**config.mk**
```make
export PLATFORM = sky130hd
export DESIGN_NAME = bmp_24bit_stream_formatter_core_flat
export DESIGN_NICKNAME = d
export VERILOG_FILES = /design/src/rtl/core/bsf_pkg.sv /design/src/rtl/core/bsf_if.sv /design/src/rtl/core/bsf_lane.sv /design/src/rtl/core/bsf_merge.sv /design/src/rtl/core/bmp_24bit_stream_formatter_core.sv /design/src/flat_wrapper.sv
export SDC_FILE = /design/constraint.sdc
export NUM_CORES = 1
export LEC_CHECK = 0
export ABC_AREA = 1
export ABC_CLOCK_PERIOD_IN_PS = 9000
export BUFFER_PORTS_ARGS = -buffer_cell sky130_fd_sc_hd__buf_4
export CORE_AREA = 2 2 276 278
export DETAILED_ROUTE_END_ITERATION = 8
export DIE_AREA = 0 0 278 280
export GPL_TIMING_DRIVEN = 1
export PLACE_DENSITY = 0.4
export SLEW_MARGIN = 0
export SYNTH_ARGS = -nofsm -noshare
export SYNTH_HDL_FRONTEND = slang
export SYNTH_SLANG_ARGS = --single-unit
```
**constraint.sdc**
```tcl
create_clock -name clk -period 9 [get_ports clk]
set_clock_uncertainty 0.1 [all_clocks]
set_input_delay 2.25 -clock clk [delete_from_list [all_inputs] [get_ports clk]]
set_output_delay 2.25 -clock clk [all_outputs]
set_load 0.02 [all_outputs]
```
**src/rtl/core/bsf_pkg.sv**
```systemverilog
// bsf_pkg: shared types, constants and the header byte table of the bmp stream formatter
// used by every module under rtl/core; no dependencies
`timescale 1ns / 1ps

package bsf_pkg;

  // default size limits handed to the top level
  localparam int unsigned MAX_WIDTH_DEF  = 4096;
  localparam int unsigned MAX_HEIGHT_DEF = 4096;

  // field and register widths
  localparam int unsigned SAMPLE_W = 16;
  localparam int unsigned BYTE_W   = 8;
  localparam int unsigned DIM_W    = 13;
  localparam int unsigned PREC_W   = 5;
  localparam int unsigned CFG_W    = 13;
  localparam int unsigned CFG_IDX_W = 2;
  localparam int unsigned IDX_W    = 6;

  // register indexes on the configuration port
  localparam logic [CFG_IDX_W-1:0] REG_IMAGE_WIDTH      = 2'd0;
  localparam logic [CFG_IDX_W-1:0] REG_IMAGE_HEIGHT     = 2'd1;
  localparam logic [CFG_IDX_W-1:0] REG_SAMPLE_PRECISION = 2'd2;

  // input item modes
  localparam logic MODE_START = 1'b0;
  localparam logic MODE_PIXEL = 1'b1;

  // file format constants
  localparam logic [IDX_W-1:0] HDR_LEN        = 6'd54;
  localparam logic [IDX_W-1:0] PIXEL_BYTES    = 6'd3;
  localparam logic [31:0]      HDR_OFFSET     = 32'd54;
  localparam logic [31:0]      INFO_LEN       = 32'd40;
  localparam logic [BYTE_W-1:0] BITS_PER_PIXEL = 8'd24;
  localparam logic [BYTE_W-1:0] PLANE_COUNT   = 8'd1;
  localparam logic [BYTE_W-1:0] SIG_B         = 8'h42;
  localparam logic [BYTE_W-1:0] SIG_M         = 8'h4d;
  localparam logic [BYTE_W-1:0] BYTE_MAX      = 8'd255;
  localparam logic [PREC_W-1:0] PREC_NATIVE   = 5'd8;

  // control of one item waiting in the serializer
  typedef struct packed {
    logic       mode;
    logic [1:0] pad;
    logic       img_end;
  } bsf_item_t;

  // values that the header carries
  typedef struct packed {
    logic [31:0] width;
    logic [31:0] height;
    logic [31:0] img_size;
    logic [31:0] file_size;
  } bsf_hdr_t;

  // one header byte, picked by position
  function automatic logic [BYTE_W-1:0] hdr_byte(input logic [IDX_W-1:0] idx,
                                                 input bsf_hdr_t hdr);
    logic [BYTE_W-1:0] b;
    b = '0;
    unique case (idx)
      6'd0:  b = SIG_B;
      6'd1:  b = SIG_M;
      6'd2:  b = hdr.file_size[7:0];
      6'd3:  b = hdr.file_size[15:8];
      6'd4:  b = hdr.file_size[23:16];
      6'd5:  b = hdr.file_size[31:24];
      6'd10: b = HDR_OFFSET[7:0];
      6'd14: b = INFO_LEN[7:0];
      6'd18: b = hdr.width[7:0];
      6'd19: b = hdr.width[15:8];
      6'd20: b = hdr.width[23:16];
      6'd21: b = hdr.width[31:24];
      6'd22: b = hdr.height[7:0];
      6'd23: b = hdr.height[15:8];
      6'd24: b = hdr.height[23:16];
      6'd25: b = hdr.height[31:24];
      6'd26: b = PLANE_COUNT;
      6'd28: b = BITS_PER_PIXEL;
      6'd34: b = hdr.img_size[7:0];
      6'd35: b = hdr.img_size[15:8];
      6'd36: b = hdr.img_size[23:16];
      6'd37: b = hdr.img_size[31:24];
      default: b = '0;
    endcase
    return b;
  endfunction

endpackage

```
**src/rtl/core/bsf_if.sv**
```systemverilog
// bsf_pixel_if and bsf_byte_if: valid/ready channels of the bmp stream formatter
// depends on bsf_pkg for field widths
`timescale 1ns / 1ps

// pixel channel: start items and pixels
interface bsf_pixel_if;
  logic                         valid;
  logic                         ready;
  logic                         mode;
  logic [bsf_pkg::SAMPLE_W-1:0] red;
  logic [bsf_pkg::SAMPLE_W-1:0] green;
  logic [bsf_pkg::SAMPLE_W-1:0] blue;

  modport source (output valid, mode, red, green, blue, input ready);
  modport sink   (input valid, mode, red, green, blue, output ready);
endinterface

// byte channel: the file stream
interface bsf_byte_if;
  logic                       valid;
  logic                       ready;
  logic [bsf_pkg::BYTE_W-1:0] out_byte;
  logic                       last_of_item;
  logic                       end_of_image;

  modport source (output valid, out_byte, last_of_item, end_of_image, input ready);
  modport sink   (input valid, out_byte, last_of_item, end_of_image, output ready);
endinterface

```
**src/rtl/core/bsf_lane.sv**
```systemverilog
// bsf_lane: one color lane, reduces a sample to 8 bits with round-half-up and clamp
// depends on bsf_pkg
`timescale 1ns / 1ps

module bsf_lane (
  input  logic                         clk,
  input  logic                         load,
  input  logic [bsf_pkg::PREC_W-1:0]   precision,
  input  logic [bsf_pkg::SAMPLE_W-1:0] sample,
  output logic [bsf_pkg::BYTE_W-1:0]   value
);

  logic [bsf_pkg::PREC_W-1:0]   shift;
  logic [bsf_pkg::PREC_W-1:0]   shift_m1;
  logic [bsf_pkg::SAMPLE_W-1:0] shifted;
  logic [bsf_pkg::SAMPLE_W-1:0] half;
  logic [bsf_pkg::SAMPLE_W:0]   rounded;
  logic [bsf_pkg::BYTE_W-1:0]   value_next;

  // shift out the extra precision, add the highest dropped bit
  always_comb begin
    shift    = precision - bsf_pkg::PREC_NATIVE;
    shift_m1 = shift - 5'd1;
    shifted  = sample >> shift;
    half     = sample >> shift_m1;
    if (precision > bsf_pkg::PREC_NATIVE) begin
      rounded = {1'b0, shifted} + {{bsf_pkg::SAMPLE_W{1'b0}}, half[0]};
    end else begin
      rounded = {1'b0, sample};
    end
    if (rounded > (bsf_pkg::SAMPLE_W + 1)'(bsf_pkg::BYTE_MAX)) begin
      value_next = bsf_pkg::BYTE_MAX;
    end else begin
      value_next = rounded[bsf_pkg::BYTE_W-1:0];
    end
  end

  // lane result register, loaded with each accepted item
  always_ff @(posedge clk) begin
    if (load) begin
      value <= value_next;
    end
  end

endmodule

```
**src/rtl/core/bsf_merge.sv**
```systemverilog
// bsf_merge: holds one item and serializes header or pixel bytes into the output register
// depends on bsf_pkg and bsf_byte_if
`timescale 1ns / 1ps

module bsf_merge (
  input  logic                       clk,
  input  logic                       rst,
  input  logic                       load,
  input  bsf_pkg::bsf_item_t         item,
  input  logic [bsf_pkg::BYTE_W-1:0] blue,
  input  logic [bsf_pkg::BYTE_W-1:0] green,
  input  logic [bsf_pkg::BYTE_W-1:0] red,
  input  bsf_pkg::bsf_hdr_t          hdr,
  output logic                       free,
  bsf_byte_if.source                 file_byte
);

  logic                       job_valid;
  bsf_pkg::bsf_item_t         job;
  logic [bsf_pkg::IDX_W-1:0]  idx;
  logic [bsf_pkg::IDX_W-1:0]  total;
  logic                       is_last;
  logic                       out_load;
  logic [bsf_pkg::BYTE_W-1:0] byte_next;

  // byte count of the held item and the byte at the current position
  always_comb begin
    if (job.mode == bsf_pkg::MODE_START) begin
      total = bsf_pkg::HDR_LEN;
    end else begin
      total = bsf_pkg::PIXEL_BYTES + bsf_pkg::IDX_W'(job.pad);
    end
    is_last = (idx == total - 6'd1);
    if (job.mode == bsf_pkg::MODE_START) begin
      byte_next = bsf_pkg::hdr_byte(idx, hdr);
    end else begin
      unique case (idx)
        6'd0:    byte_next = blue;
        6'd1:    byte_next = green;
        6'd2:    byte_next = red;
        default: byte_next = '0;
      endcase
    end
  end

  // output register moves when empty or taken
  assign out_load = job_valid && (!file_byte.valid || file_byte.ready);
  assign free     = !job_valid || (out_load && is_last);

  // item control and byte position
  always_ff @(posedge clk) begin
    if (rst) begin
      job_valid <= 1'b0;
      idx       <= '0;
    end else begin
      if (load) begin
        job_valid <= 1'b1;
        idx       <= '0;
      end else if (out_load) begin
        if (is_last) begin
          job_valid <= 1'b0;
          idx       <= '0;
        end else begin
          idx <= idx + 6'd1;
        end
      end
    end
  end

  always_ff @(posedge clk) begin
    if (load) begin
      job <= item;
    end
  end

  // output valid
  always_ff @(posedge clk) begin
    if (rst) begin
      file_byte.valid <= 1'b0;
    end else if (out_load) begin
      file_byte.valid <= 1'b1;
    end else if (file_byte.ready) begin
      file_byte.valid <= 1'b0;
    end
  end

  // output payload
  always_ff @(posedge clk) begin
    if (out_load) begin
      file_byte.out_byte     <= byte_next;
      file_byte.last_of_item <= is_last;
      file_byte.end_of_image <= is_last && (job.mode == bsf_pkg::MODE_PIXEL) && job.img_end;
    end
  end

endmodule

```
**src/rtl/core/bmp_24bit_stream_formatter_core.sv**
```systemverilog
// bmp_24bit_stream_formatter_core: top level, configuration, row and column counters
// depends on bsf_pkg, bsf_if, bsf_lane and bsf_merge
`timescale 1ns / 1ps

// Turns a stream of RGB pixels into the bytes of a 24-bit BMP file.
// pixel channel: mode 0 starts an image and yields the 54-byte header,
// mode 1 carries one pixel and yields blue, green, red, plus zero padding
// to a multiple of four bytes after the last pixel of a row.
// file_byte channel: one byte per transaction, last_of_item marks the final
// byte of an item, end_of_image the final byte of the last row.
// cfg port: cfg_write with cfg_index 0 width, 1 height, 2 sample precision;
// write only while no item is in flight.
// Taking an item registers it and its lane values; from there its first byte
// goes into the output register. One byte per cycle leaves it while file_byte
// is not stalled, 3 per pixel (3 to 6 at row end), 54 per start item; the
// next item is taken while the last byte of the current one is loaded.
// Three color lanes reduce the samples in parallel as an item is taken; the
// merge stage serializes them, which sets the rate.
// Reset clears the counters, the channels and the registers to width 1,
// height 1, precision 8. When file_byte is stalled the output register holds
// its byte and the pixel channel stops taking items while an item is held.
module bmp_24bit_stream_formatter_core #(
  parameter int unsigned MAX_WIDTH  = bsf_pkg::MAX_WIDTH_DEF,
  parameter int unsigned MAX_HEIGHT = bsf_pkg::MAX_HEIGHT_DEF
) (
  input  logic                          clk,
  input  logic                          rst,
  input  logic                          cfg_write,
  input  logic [bsf_pkg::CFG_IDX_W-1:0] cfg_index,
  input  logic [bsf_pkg::CFG_W-1:0]     cfg_data,
  bsf_pixel_if.sink                     pixel,
  bsf_byte_if.source                    file_byte
);

  localparam int unsigned DW_W = $clog2(MAX_WIDTH + 1);
  localparam int unsigned DH_W = $clog2(MAX_HEIGHT + 1);
  localparam int unsigned CW_W = (MAX_WIDTH > 1) ? $clog2(MAX_WIDTH) : 1;
  localparam int unsigned CH_W = (MAX_HEIGHT > 1) ? $clog2(MAX_HEIGHT) : 1;
  localparam int unsigned RB_W = DW_W + 3;
  localparam int unsigned PR_W = RB_W + DH_W;

  logic [bsf_pkg::DIM_W-1:0]  image_width;
  logic [bsf_pkg::DIM_W-1:0]  image_height;
  logic [bsf_pkg::PREC_W-1:0] sample_precision;
  logic [DW_W-1:0]            eff_w;
  logic [DH_W-1:0]            eff_h;
  logic [1:0]                 pad;
  logic [RB_W-1:0]            row_bytes;
  logic [PR_W-1:0]            product;
  logic [31:0]                img_size;
  logic [31:0]                file_size;
  logic [CW_W-1:0]            column_count;
  logic [CH_W-1:0]            row_count;
  logic                       row_end;
  logic                       img_end;
  logic                       accept;
  logic                       free;
  bsf_pkg::bsf_item_t         item;
  bsf_pkg::bsf_hdr_t          hdr;
  logic [bsf_pkg::BYTE_W-1:0] lane_blue;
  logic [bsf_pkg::BYTE_W-1:0] lane_green;
  logic [bsf_pkg::BYTE_W-1:0] lane_red;

  // configuration registers
  always_ff @(posedge clk) begin
    if (rst) begin
      image_width      <= bsf_pkg::DIM_W'(1);
      image_height     <= bsf_pkg::DIM_W'(1);
      sample_precision <= bsf_pkg::PREC_NATIVE;
    end else if (cfg_write) begin
      unique case (cfg_index)
        bsf_pkg::REG_IMAGE_WIDTH:      image_width      <= cfg_data[bsf_pkg::DIM_W-1:0];
        bsf_pkg::REG_IMAGE_HEIGHT:     image_height     <= cfg_data[bsf_pkg::DIM_W-1:0];
        bsf_pkg::REG_SAMPLE_PRECISION: sample_precision <= cfg_data[bsf_pkg::PREC_W-1:0];
        default: ;
      endcase
    end
  end

  // effective dimensions: zero counts as one, saturate at the maximum
  always_comb begin
    if (image_width == '0) begin
      eff_w = DW_W'(1);
    end else if (32'(image_width) > 32'(MAX_WIDTH)) begin
      eff_w = DW_W'(MAX_WIDTH);
    end else begin
      eff_w = DW_W'(image_width);
    end
    if (image_height == '0) begin
      eff_h = DH_W'(1);
    end else if (32'(image_height) > 32'(MAX_HEIGHT)) begin
      eff_h = DH_W'(MAX_HEIGHT);
    end else begin
      eff_h = DH_W'(image_height);
    end
  end

  // row padding equals width mod 4 for three bytes per pixel
  assign pad       = 2'(eff_w);
  assign row_bytes = RB_W'(eff_w) + RB_W'({eff_w, 1'b0}) + RB_W'(pad);
  assign product   = PR_W'(row_bytes) * PR_W'(eff_h);

  // image and file sizes, registered in two steps
  always_ff @(posedge clk) begin
    img_size  <= 32'(product);
    file_size <= img_size + bsf_pkg::HDR_OFFSET;
  end

  assign hdr.width     = 32'(eff_w);
  assign hdr.height    = 32'(eff_h);
  assign hdr.img_size  = img_size;
  assign hdr.file_size = file_size;

  // position of the incoming pixel in the image
  assign accept  = pixel.valid && free;
  assign row_end = (32'(column_count) + 32'd1) >= 32'(eff_w);
  assign img_end = row_end && ((32'(row_count) + 32'd1) >= 32'(eff_h));
  assign pixel.ready = free;

  assign item.mode    = pixel.mode;
  assign item.pad     = row_end ? pad : 2'd0;
  assign item.img_end = img_end;

  // column and row counters
  always_ff @(posedge clk) begin
    if (rst) begin
      column_count <= '0;
      row_count    <= '0;
    end else if (accept) begin
      if (pixel.mode == bsf_pkg::MODE_START) begin
        column_count <= '0;
        row_count    <= '0;
      end else if (row_end) begin
        column_count <= '0;
        row_count    <= img_end ? '0 : row_count + CH_W'(1);
      end else begin
        column_count <= column_count + CW_W'(1);
      end
    end
  end

  // one lane per color
  bsf_lane u_lane_blue (
    .clk       (clk),
    .load      (accept),
    .precision (sample_precision),
    .sample    (pixel.blue),
    .value     (lane_blue)
  );

  bsf_lane u_lane_green (
    .clk       (clk),
    .load      (accept),
    .precision (sample_precision),
    .sample    (pixel.green),
    .value     (lane_green)
  );

  bsf_lane u_lane_red (
    .clk       (clk),
    .load      (accept),
    .precision (sample_precision),
    .sample    (pixel.red),
    .value     (lane_red)
  );

  // byte serializer and output register
  bsf_merge u_merge (
    .clk       (clk),
    .rst       (rst),
    .load      (accept),
    .item      (item),
    .blue      (lane_blue),
    .green     (lane_green),
    .red       (lane_red),
    .hdr       (hdr),
    .free      (free),
    .file_byte (file_byte)
  );

endmodule
```
**src/flat_wrapper.sv**
```systemverilog
// flat-port wrapper written by rule: the top's interface ports become plain ports
module bmp_24bit_stream_formatter_core_flat 
#(
  parameter int unsigned MAX_WIDTH  = bsf_pkg::MAX_WIDTH_DEF,
  parameter int unsigned MAX_HEIGHT = bsf_pkg::MAX_HEIGHT_DEF
)
  (clk, rst, cfg_write, cfg_index, cfg_data, pixel_valid, pixel_mode, pixel_red, pixel_green, pixel_blue, pixel_ready, file_byte_valid, file_byte_out_byte, file_byte_last_of_item, file_byte_end_of_image, file_byte_ready);
  bsf_pixel_if pixel_i ();
  bsf_byte_if file_byte_i ();
  input  logic clk;
  input  logic rst;
  input  logic cfg_write;
  input  logic [bsf_pkg::CFG_IDX_W-1:0] cfg_index;
  input  logic [bsf_pkg::CFG_W-1:0] cfg_data;
  input wire logic [$bits(pixel_i.valid)-1:0] pixel_valid;
  input wire logic [$bits(pixel_i.mode)-1:0] pixel_mode;
  input wire logic [$bits(pixel_i.red)-1:0] pixel_red;
  input wire logic [$bits(pixel_i.green)-1:0] pixel_green;
  input wire logic [$bits(pixel_i.blue)-1:0] pixel_blue;
  output wire logic [$bits(pixel_i.ready)-1:0] pixel_ready;
  output wire logic [$bits(file_byte_i.valid)-1:0] file_byte_valid;
  output wire logic [$bits(file_byte_i.out_byte)-1:0] file_byte_out_byte;
  output wire logic [$bits(file_byte_i.last_of_item)-1:0] file_byte_last_of_item;
  output wire logic [$bits(file_byte_i.end_of_image)-1:0] file_byte_end_of_image;
  input wire logic [$bits(file_byte_i.ready)-1:0] file_byte_ready;
  assign pixel_i.valid = pixel_valid;
  assign pixel_i.mode = pixel_mode;
  assign pixel_i.red = pixel_red;
  assign pixel_i.green = pixel_green;
  assign pixel_i.blue = pixel_blue;
  assign pixel_ready = pixel_i.ready;
  assign file_byte_valid = file_byte_i.valid;
  assign file_byte_out_byte = file_byte_i.out_byte;
  assign file_byte_last_of_item = file_byte_i.last_of_item;
  assign file_byte_end_of_image = file_byte_i.end_of_image;
  assign file_byte_i.ready = file_byte_ready;
  bmp_24bit_stream_formatter_core #(.MAX_WIDTH(MAX_WIDTH), .MAX_HEIGHT(MAX_HEIGHT)) u_core (.clk(clk), .rst(rst), .cfg_write(cfg_write), .cfg_index(cfg_index), .cfg_data(cfg_data), .pixel(pixel_i), .file_byte(file_byte_i));
endmodule
```
==> impl_metrics.yaml <==
timing:
  post-route-period-util_pct: 92.5
  setup_viol: 0
  hold_viol: 0
  slew_headroom_pct: 15.4
  min_period_ps: 8330
  worst_slew_pin_slew_ps: 1260
  tns_ps: 0
  drv_slew: 0
  grt_setup_unrepaired: "no"
  clock.fmax_mhz: 120
floorplanning:
  die_area_um2: 77800
  die_h_um: 280
  coreArea_um2: 75200
  die_x_um: 278
  io_pins: 81
  initial_core_util_pct: 24.7
  fp-row-count: 101
final_layout:
  layoutNonFillerInstCount: 3727
  fin_nets: 3083
  antenna_cells: 0
  fillers: 8381
  drive_gt1_share_pct: 7.17
  area_growth_pct: 12.2
  postLayoutCoreUtil_pct: 27.7
setup_path:
  crit_top_cell: "inv_1"
  worstPathMaxFanout: 10
  crit_path_end_kind: "flop"
  worstSetupPathType: "reg2reg"
  critPathLaunchType: "flop"
  crit_buf_inv: 10
  critical-path-top-delay-family: "adder cells"
  slowest_stage: "fa_1"
  crit_arrival_ps: 8570
  cp.required_ps: 9250
  max_stage_delay_ps: 550
cts:
  path_clk_slew_ps: 70
  post-cts-setup-buffer-count: 0
  cts_tree: "built"
  cts_max_level: 4
  insertion_delay_ps: 460
  postCtsHoldBufs: 0
  root_buffer: "clkbuf_16"
  max-clock-path-buffers: 2
  cts.sinks: 158
  cts_buffers: 17
  cts_resized: 0
synth:
  synthArstFlopShare_pct: 0
  ys_ff_latch: 158
  synthCells: 2689
  seq_area_frac_synth_pct: 19.1
  synth_common_cells: "611 x nand2_1, 414 x inv_1, 289 x nor2_1"
  yosysMostFrequentCell: "nand2_1"
  synth.avg_cell_area_um2: 6.91
  synth_cell_types: 61
  ys.flop_type: "dfxtp_1"
  synthTopCellsByArea: "fa_1 16%, dfxtp_1 13%, nand2_1 12%, ha_1 9.0%, inv_1 8.4%"
  synth.top_cell.area_share_pct: 15.5
  synthesis.nets: 3036
  ys.warnings.count: 0
  syn-cell-area_um2: 18600
  synth_edf_count: 38
  yosysTopAreaCell: "fa_1"
route:
  detail_route.vias_per_cell: 4.77
  vias: 17800
  wl_met1_um: 32800
  drcViolationCount: 0
  first_iter_violations: 1238
  top_layer: "met4"
  wl_um: 67100
  drt-pass1-iter-count: 5
  wl_met3_um: 2990
  routed_wire_length_per_instance_um: 18.0
  met2WireLength_um: 30300
  drtAntennaViolNets: 0
run:
  maxCapViolations: 0
grt:
  grt.overflow.total: 0
  grt_pass1_vias: 18100
  antenna_found_initial: 1
  grt_max_degree: 61
  grt_usage_pct: 17.6
  grt_pass1_wl_um: 106000
power_and_ir_drop:
  leakage_nw: 9.87
  peakVddDrop_v: 0.000141
  total_power_mw: 2.75
  p_per_area_nw_per_um2: 132
placement:
  port_buffers: 80
  dp_cells: 3695
  dp_hpwl_um: 55000
  gp_congestion: 0.884
status:
  status: "complete, no violations"
hold_path:
  hp-class: "reg2reg"
==> layout make-up <==
class | instances | area [um^2] | area share (%)
Clock buffer | 18 | 439 | 2.11
Inverter | 429 | 1620 | 7.75
Tap cell | 978 | 1220 | 5.87
Multi-Input combinational cell | 2023 | 13100 | 62.7
Timing Repair Buffer | 107 | 803 | 3.85
Sequential cell | 158 | 3540 | 17.0
Clock inverter | 14 | 151 | 0.726
==> per-stage QoR <==
stage,hold slack (ps),setup slack [ps],area [um^2]
2_1_floorplan,291,1520,18600
3_3_place_gp,353,627,20200
3_5_place_dp,355,335,20200
4_1_cts,374,315,20800
5_1_grt,389,30.4,20900
6_report,368,675,20900
==> cells in the final DEF, fill, tap and decap left out, types with 7 or more instances in the layout <==
cell / netlist / final
nand2_1: 611 / 608
inv_1: 414 / 414
nor2_1: 289 / 287
nand3_1: 269 / 269
fa_1: 144 / 144
ha_1: 134 / 134
o21ai_0: 122 / 122
a21oi_1: 120 / 119
dfxtp_1: 120 / 119
buf_4: 12 / 107
xor2_1: 74 / 72
nand4_1: 40 / 40
edfxtp_1: 38 / 38
nor3_1: 32 / 32
xnor2_1: 27 / 27
clkbuf_16: 0 / 17
o22ai_1: 16 / 16
o211ai_1: 15 / 15
nor2_2: 12 / 14
a22o_1: 11 / 11
nor4_1: 9 / 9
or2_2: 8 / 8
a221oi_1: 8 / 8
nand2_2: 4 / 7
clkinv_1: 7 / 7
==> sequential cells by signal (all words and copies together) (netlist names), 6 cells and up <==
signal / cells
u_core.column_count: 12
u_core.file_size: 29
u_core.image_height: 13
u_core.image_width: 13
u_core.img_size: 28
u_core.row_count: 12
u_core.u_lane_blue.value: 8
u_core.u_lane_green.value: 8
u_core.u_lane_red.value: 8
u_core.u_merge.file_byte.out_byte: 8
u_core.u_merge.idx: 6
==> kinds of logic (layout without fill, tap and decap cells) <==
group / Yosys count / count (layout) / synth area share [%]
buf+inv: 508 / 568 / 10.8
fa+ha+maj: 278 / 278 / 24.5
simple gates: 1296 / 1296 / 29.9
mux: 4 / 4 / 0.215
compound gates: 344 / 344 / 10.8
xor+xnor: 101 / 101 / 4.76
flops: 158 / 158 / 19.1
==> worst paths after layout <==
kind / startpoint / to / slack (ps) / cells past startpoint
setup / recovery: u_core.image_width[5] / u_core.img_size[25] / 670 / 40
hold / removal: u_core.img_size[22] / u_core.file_size[22] / 370 / 1
setup reg to reg: u_core.image_width[5] / u_core.img_size[25] / 670 / 40
hold reg to reg: u_core.img_size[22] / u_core.file_size[22] / 370 / 1
==> report_power, final <==
| group | switching, mW | internal, mW |
|---|---|---|
| registers | 0.0754 | 0.831 |
| logic | 0.751 | 0.355 |
| clock network | 0.341 | 0.399 |
==> per-layer routing <==
layer	vias to the layer above	global-route usage, %
met4	0	3.55
met1	8543	25.1
met3	42	2.65
met2	423	28.2
li1	8767	-
met5	-	0
Power figures use the tool's default switching activity.
